## src/rtl/stpd_pkg.sv

```systemverilog
// ----------------------------------------------------------------------------
// stpd_pkg
// Shared types and constants of the sine-tracking PD current loop: step codes
// of the shared-multiplier sequence, the controller command bundle, register
// indexes, quarter-wave sine coefficients and 32-bit saturation.
// ----------------------------------------------------------------------------
package stpd_pkg;

	localparam int unsigned CFG_INDEX_W = 3;
	localparam int unsigned CFG_DATA_W  = 32;
	localparam int unsigned PROD_W      = 68;
	localparam int unsigned OPND_W      = 34;

	localparam logic [CFG_INDEX_W-1:0] CFG_POSITION_SCALE      = 3'd0;
	localparam logic [CFG_INDEX_W-1:0] CFG_P_GAIN_SCALE        = 3'd1;
	localparam logic [CFG_INDEX_W-1:0] CFG_D_GAIN_SCALE        = 3'd2;
	localparam logic [CFG_INDEX_W-1:0] CFG_EFFORT_OFFSET       = 3'd3;
	localparam logic [CFG_INDEX_W-1:0] CFG_REFERENCE_CENTER    = 3'd4;
	localparam logic [CFG_INDEX_W-1:0] CFG_REFERENCE_AMPLITUDE = 3'd5;
	localparam logic [CFG_INDEX_W-1:0] CFG_CURRENT_SCALE       = 3'd6;

	localparam logic [30:0]        RST_POSITION_SCALE      = 31'd2059;
	localparam logic [30:0]        RST_P_GAIN_SCALE        = 31'd655360;
	localparam logic [30:0]        RST_D_GAIN_SCALE        = 31'd6554;
	localparam logic signed [31:0] RST_EFFORT_OFFSET       = 32'sd1966;
	localparam logic signed [31:0] RST_REFERENCE_CENTER    = 32'sd9830;
	localparam logic [30:0]        RST_REFERENCE_AMPLITUDE = 31'd3277;
	localparam logic [30:0]        RST_CURRENT_SCALE       = 31'd873813;

	localparam logic [17:0] PI_Q16        = 18'd205887;
	localparam logic [15:0] QUARTER_TURN  = 16'd16384;
	localparam logic [14:0] QUARTER_R     = 15'd16384;
	localparam logic [16:0] SINE_ONE      = 17'd65536;
	localparam logic [16:0] SINE_C0       = 17'd11;
	localparam logic [16:0] SINE_C1       = 17'd307;
	localparam logic [16:0] SINE_C2       = 17'd5223;
	localparam logic [16:0] SINE_C3       = 17'd42334;
	localparam logic [16:0] SINE_C4       = 17'd102944;

	localparam logic signed [PROD_W-1:0] S32_MAX_W = 68'sd2147483647;
	localparam logic signed [PROD_W-1:0] S32_MIN_W = -68'sd2147483648;

	typedef enum logic [4:0] {
		ST_FH  = 5'd0,
		ST_FV  = 5'd1,
		ST_K   = 5'd2,
		ST_F   = 5'd3,
		ST_A   = 5'd4,
		ST_X2  = 5'd5,
		ST_H1  = 5'd6,
		ST_H2  = 5'd7,
		ST_H3  = 5'd8,
		ST_H4  = 5'd9,
		ST_S   = 5'd10,
		ST_DH  = 5'd11,
		ST_API = 5'd12,
		ST_DV  = 5'd13,
		ST_PG  = 5'd14,
		ST_DG  = 5'd15,
		ST_PE  = 5'd16,
		ST_DE  = 5'd17,
		ST_IQ  = 5'd18
	} step_t;

	typedef struct packed {
		logic  capture;
		logic  run;
		step_t step;
		logic  pass;
		logic  load_out;
	} cmd_t;

	function automatic logic signed [31:0] sat32(input logic signed [PROD_W-1:0] x);
		logic signed [31:0] r;
		if (x > S32_MAX_W) begin
			r = 32'sh7FFF_FFFF;
		end else if (x < S32_MIN_W) begin
			r = 32'sh8000_0000;
		end else begin
			r = x[31:0];
		end
		return r;
	endfunction

endpackage

```

## src/rtl/stpd_ctrl.sv

```systemverilog
// ----------------------------------------------------------------------------
// stpd_ctrl
// Sequencer of the PD current loop: takes an input transfer, walks the step
// sequence of the shared multiplier, and hands the result to the output
// register once that register is free.
// ----------------------------------------------------------------------------
module stpd_ctrl (
	input  logic           clk,
	input  logic           arst_n,
	input  logic           in_valid,
	output logic           in_ready,
	input  logic           motor_ready,
	output logic           out_valid,
	input  logic           out_ready,
	output stpd_pkg::cmd_t cmd
);

	typedef enum logic [2:0] {
		CS_IDLE = 3'b001,
		CS_RUN  = 3'b010,
		CS_HOLD = 3'b100
	} ctrl_state_t;

	ctrl_state_t     state_q, state_d;
	stpd_pkg::step_t step_q, step_d;
	logic            pass_q, pass_d;
	logic            out_valid_q, out_valid_d;
	logic            out_free;

	assign in_ready  = (state_q == CS_IDLE);
	assign out_valid = out_valid_q;
	assign out_free  = !out_valid_q || out_ready;

	always_comb begin
		state_d      = state_q;
		step_d       = step_q;
		pass_d       = pass_q;
		cmd.capture  = 1'b0;
		cmd.run      = (state_q == CS_RUN);
		cmd.step     = step_q;
		cmd.pass     = pass_q;
		cmd.load_out = 1'b0;
		case (state_q)
			CS_IDLE: begin
				if (in_valid && motor_ready) begin
					cmd.capture = 1'b1;
					state_d     = CS_RUN;
					step_d      = stpd_pkg::ST_FH;
					pass_d      = 1'b0;
				end
			end
			CS_RUN: begin
				case (step_q)
					stpd_pkg::ST_FH:  step_d = stpd_pkg::ST_FV;
					stpd_pkg::ST_FV:  step_d = stpd_pkg::ST_K;
					stpd_pkg::ST_K:   step_d = stpd_pkg::ST_F;
					stpd_pkg::ST_F:   step_d = stpd_pkg::ST_A;
					stpd_pkg::ST_A:   step_d = stpd_pkg::ST_X2;
					stpd_pkg::ST_X2:  step_d = stpd_pkg::ST_H1;
					stpd_pkg::ST_H1:  step_d = stpd_pkg::ST_H2;
					stpd_pkg::ST_H2:  step_d = stpd_pkg::ST_H3;
					stpd_pkg::ST_H3:  step_d = stpd_pkg::ST_H4;
					stpd_pkg::ST_H4:  step_d = stpd_pkg::ST_S;
					stpd_pkg::ST_S: begin
						if (!pass_q) begin
							step_d = stpd_pkg::ST_K;
							pass_d = 1'b1;
						end else begin
							step_d = stpd_pkg::ST_DH;
						end
					end
					stpd_pkg::ST_DH:  step_d = stpd_pkg::ST_API;
					stpd_pkg::ST_API: step_d = stpd_pkg::ST_DV;
					stpd_pkg::ST_DV:  step_d = stpd_pkg::ST_PG;
					stpd_pkg::ST_PG:  step_d = stpd_pkg::ST_DG;
					stpd_pkg::ST_DG:  step_d = stpd_pkg::ST_PE;
					stpd_pkg::ST_PE:  step_d = stpd_pkg::ST_DE;
					stpd_pkg::ST_DE:  step_d = stpd_pkg::ST_IQ;
					stpd_pkg::ST_IQ:  state_d = CS_HOLD;
					default:          state_d = CS_IDLE;
				endcase
			end
			CS_HOLD: begin
				if (out_free) begin
					cmd.load_out = 1'b1;
					state_d      = CS_IDLE;
				end
			end
			default: state_d = CS_IDLE;
		endcase
	end

	always_comb begin
		out_valid_d = out_valid_q;
		if (cmd.load_out) begin
			out_valid_d = 1'b1;
		end else if (out_ready) begin
			out_valid_d = 1'b0;
		end
	end

	always_ff @(posedge clk or negedge arst_n) begin
		if (!arst_n) begin
			state_q     <= CS_IDLE;
			step_q      <= stpd_pkg::ST_FH;
			pass_q      <= 1'b0;
			out_valid_q <= 1'b0;
		end else begin
			state_q     <= state_d;
			step_q      <= step_d;
			pass_q      <= pass_d;
			out_valid_q <= out_valid_d;
		end
	end

endmodule

```

## config.mk

```make
export PLATFORM = sky130hd
export DESIGN_NAME = stpd_ctrl
export DESIGN_NICKNAME = d
export VERILOG_FILES = /design/src/rtl/stpd_pkg.sv /design/src/rtl/stpd_ctrl.sv
export SDC_FILE = /design/constraint.sdc
export NUM_CORES = 1
export LEC_CHECK = 0
export BUFFER_PORTS_ARGS = -buffer_cell sky130_fd_sc_hd__buf_4
export CAP_MARGIN = 10
export CORE_AREA = 2 2 39 41
export CTS_CLUSTER_DIAMETER = 60
export DETAILED_ROUTE_END_ITERATION = 8
export DIE_AREA = 0 0 41 43
export PLACE_DENSITY = 0.68
export SYNTH_ARGS = -nofsm -noshare
export SYNTH_HDL_FRONTEND = slang
export SYNTH_SLANG_ARGS = --single-unit
```

## constraint.sdc

```tcl
create_clock -name clk -period 1.7 [get_ports clk]
set_clock_uncertainty 0.05 [all_clocks]
set_input_delay 0.085 -clock clk [delete_from_list [all_inputs] [get_ports clk]]
set_output_delay 0.085 -clock clk [all_outputs]
set_load 0.01 [all_outputs]
```

[After elaboration in Yosys (flattened, before gate mapping)]
Index checks and enable logic that the tools add are counted.
Cells by class
  bitwise gates (word level): 0
  mux-type cells: 17
  add/subtract/negate cells: 0
  divide/modulo/power cells: 0
  order comparisons: 0
  eq/ne operators: 26
  $mul: 0
  reductions and logical operators: 10
  shift operators: 0
Operators by type and width (count)
  $pmux 5 s18: 1
  $eq 5x4->1 const B: 8
  $eq 5x3->1 const B: 4
  $ne 19x1->1 const B: 1
  $reduce_or 18->1: 1
  $eq 5x5->1 const B: 3
  $eq 5x2->1 const B: 2
  $pmux 5 s2: 1
  $pmux 3 s3: 1
  $reduce_and 3->1: 3
  $mux 1: 8
  $mux 3: 2
  $pmux 3 s2: 1
  $eq 5x1->1 const B: 1
  $logic_not 5->1: 1
  $mux 5: 1
  $mux 4: 1
  $ne 2x1->1 const B: 2
  $ne 2x2->1 const B: 2
  $reduce_bool 2->1: 2
  $eq 3x1->1 const B: 1
  $eq 3x2->1 const B: 1
  $eq 3x3->1 const B: 1
  $pmux 1 s2: 1
  other kinds (3): 3
Word-level totals
  latch bits: 0
  ROM bits: 0
  RAM bits: 0
  memories kept: 0
  register bits: 10
  word-level logic and storage cells: 57

[Longest topological paths before layout]
  word-level depth: 5
  gate-level depth with buffers: 4

[Worst setup path before layout]
Ideal clock, no wire load.
  path kind: register to register
  start point: reg state_q[0]
  end point: reg step_q[3]
  clock period less this slack: 1.613 ns
  stages on the path, launching flop included: 4
  setup slack: 0.087 ns
  arrival time: 1.428 ns
  required time: 1.515 ns
  path through: dfstp_2 -> or3b_2 -> nor2_1 -> o32ai_1
On the way
  longest elaborated chain between the ends: 3
Ends and longest elaborated chain
  start: declaration: RTL line stpd_ctrl.sv:24  | ctrl_state_t state_q, state_d;
  start signal: assignment: RTL line stpd_ctrl.sv:109  | state_q <= state_d;
  $eq 3x2->1 or $eq 3x1->1 (tied branches): RTL line stpd_ctrl.sv:43  | case (state_q)
  $ne 19x1->1 (no source line) (tied with other cells)
  $reduce_and 3->1 (no source line)
  end signal: assignment: RTL line stpd_ctrl.sv:105  | step_q <= stpd_pkg::ST_FH;
  end signal: assignment: RTL line stpd_ctrl.sv:110  | step_q <= step_d;
  end: declaration: RTL line stpd_ctrl.sv:25  | stpd_pkg::step_t step_q, step_d;
Several ways; a longest one is shown, not always the timed one.
A chain may end at the register's enable or synchronous reset.

==> key figures <==
Run status
  • Outcome: completed

STA
  • Unrepaired setup endpoints after global routing: true
  • Max Transition Viols Final: 0
  • Setup TNS: 0 ns
  • Period minus WS final: 1.662 ns
  • Setup violations, final: 0
  • Maximum clock rate: about 0.60 GHz
  • Worst Max-Slew Pin Slew: approximately 0.4 ns
  • PnR worst setup slack: roughly 0.038 ns
  • Slew margin rel.: about three quarters
  • Final Cycle Share: a little under 100%
  • Final hold vios: 0

Global route
  • Total global-route track usage: about a fifth
  • Largest net degree at the start of global routing: 11
  • Global-route wire length before repair: 2283 µm
  • Initial antenna violation count: 0
  • Number of global-route vias before repair: approximately 500
  • Overflow after GRT: 0

Finish
  • N_diodes: 0
  • Layout cells sized above 1: 34.88%
  • Non-Filler Instances: between 100 and 150
  • Area Overhead vs Synth: 34.46%
  • FILL cells: about 120
  • Final nets: 92
  • Final core occ: a little under three fifths

Critical path
  • Crit path launch type: flip-flop
  • Arrival @ worst endpoint: 1.53 ns
  • Worst-path cell chain: or3b_4, nor2_4, buf_6
  • Crit path required time: about 1.6 ns
  • Critical path's largest stage delay: between 0.5 and 0.6 ns
  • Cells on worst reg2reg path: 3
  • Critical path depth: 3
  • CP delay by family, top: flip-flops
  • Crit. End Element: output pin
  • Worst Path Buf+Inv: 1
  • CP max-delay cell: dfstp_2
  • Crit path kind: reg -> out
  • Crit Path Max Fanout: 6

Yosys
  • Cell taking the most area after synthesis: dfrtp_1
  • Ys Warns: 0
  • Synth cell types: 29
  • Post-synth EDFFs: 0
  • Most numerous cell in the Yosys netlist: dfrtp_1
  • Async SR Flop Fraction: 100.0%
  • Syn avg cell area: roughly 9 µm²
  • Post-synthesis sequential area ratio: 42.49%
  • Yosys top cell area share: roughly two fifths
  • Synthesized area: just under 600 µm²
  • Synthesized instance count: 65
  • Net count after synthesis: 70
  • Commonest cells in the netlist: dfrtp_1 (9), a21oi_1 (6), inv_1 (5), nand2_1 (5), nor2_1 (5)
  • Synth top area cells: dfrtp_1 (38%), a21oi_1 (5.1%), dfstp_2 (4.4%)
  • #FFs+latches synth: 10
  • Synth Flop Type: dfrtp_1

Placement
  • Worst slack, placed: roughly 0.04 ns
  • Placed cell count: 95
  • Hpwl dp: 1026 µm
  • IO Port Bufs: 15
  • GPL Wtd Cong: 0.8906

Min path
  • Hold crit path type: in -> async

Drt
  • WL/cell: 13.75 µm
  • Total routed wirelength: ~1400 µm
  • Via density: 5.569
  • Pre-antenna DRT Iters: 4
  • ANT nets after route: 0
  • Vias post-DR: 568
  • DRT iter0 DRCs: 10
  • Drt drc: 0

Floorplanning
  • Die height: 43 µm
  • Row Count: 14
  • Die ar.: around 1800 µm²
  • Core ar.: about 1400 µm²
  • I/O Pins: 16
  • Die width: 41 µm
  • Starting Density: 42.77%

Clocking
  • Clk buf depth: 2
  • Clk slew on worst S/H paths: approximately 0.07 ns
  • TritonCTS clock tree: done
  • # H-tree levels: 1
  • Clk sinks: 10
  • Clk_lat worst skew: approximately 0.27 ns
  • Total CTS buffers: 3
  • CTS root buf: clkbuf_4

Power
  • Cell leakage power: 0.3610 nW
  • Cell Pwr Density: about 1200 nW/µm²
  • VDD IR-drop max: about 0.83 mV

Job
  • Max Cap Viol: 0
## flip-flops by register name, summed over array words and instances, names as in the netlist
| register | flops |
|---|---|
| pass_q | 1 |
| step_q | 5 |
| out_valid | 1 |
| state_q | 3 |
## final timing paths
path | startpoint | to | slack (ns)
setup / recovery | state_q[0]$_DFFE_PN1P_ | cmd[8] | 0.04
hold / removal | arst_n | step_q[3]$_DFFE_PN0P_ | 0.12
setup reg to reg | state_q[1]$_DFFE_PN0P_ | step_q[3]$_DFFE_PN0P_ | 0.07
hold reg to reg | pass_q$_DFFE_PN0P_ | pass_q$_DFFE_PN0P_ | 0.51
max in group asynchronous | arst_n | state_q[0]$_DFFE_PN1P_ | 1.25
min in group clk | motor_ready | state_q[0]$_DFFE_PN1P_ | 0.20
## metal layers
metal  up-vias  wire [µm]  GRT usage [%]
li1        280          -              -
met2        15        693          26.56
met5         -          0              0
met4         0         25          12.00
met3         4         65          4.712
met1       269        618          26.51
## cell type report
type                       count  area (µm²)  share of cell area, %
inverter                       5       18.77                  2.358
clock buffer                   4       26.28                  3.302
tap                           16       20.02                  2.516
sequential                    10       251.5                  31.60
multi-input combinational     44       297.8                  37.42
timing repair buffer          23       181.4                  22.80
## timing repair
item,in CTS,in global routing
pin swaps,0,1
hold buffers,2,0
gates resized for setup,3,1
setup buffers,0,1
endpoints found under the setup margin,2,2
hold endpoints to repair,11,0
## through the flow
stage                     instance area (µm²)  hold slack, ns  power, mW
final                                   795.8          0.1223     0.9338
after global routing                    795.8          0.1311     0.9976
after CTS                               784.5          0.1259     0.9261
after detailed placement                728.2         -0.1271     0.7224
after global placement                  728.2         -0.1277     0.7154
after floorplan                         591.8         -0.2606     0.5662
## power breakdown
group          internal, mW  switching, mW  total, mW
sequential            0.289         0.0579      0.347
clock                0.0909         0.0848      0.176
combinational         0.217          0.194      0.411
total                 0.597          0.337      0.934
## logic make-up after synthesis
family                 after synthesis  synth area share (%)
DFF                                 10                 42.50
AOI/OAI and AO/OA                   18                 19.24
buffers and inverters               11                 8.879
and+or+nand+nor                     26                 29.39
## cells in the final DEF, fill, tap and decap left out, types with 2 or more instances in the layout
cell,n
inv_1,5
or3b_4,2
a21oi_1,6
nor2_1,4
nor4bb_1,2
nand4bb_1,2
dfrtp_1,9
nand2_1,5
nor4b_1,2
dlygate4sd3_1,2
clkbuf_4,3
o21ai_0,4
buf_4,20
Note: power is estimated with default switching activity, not from simulation.
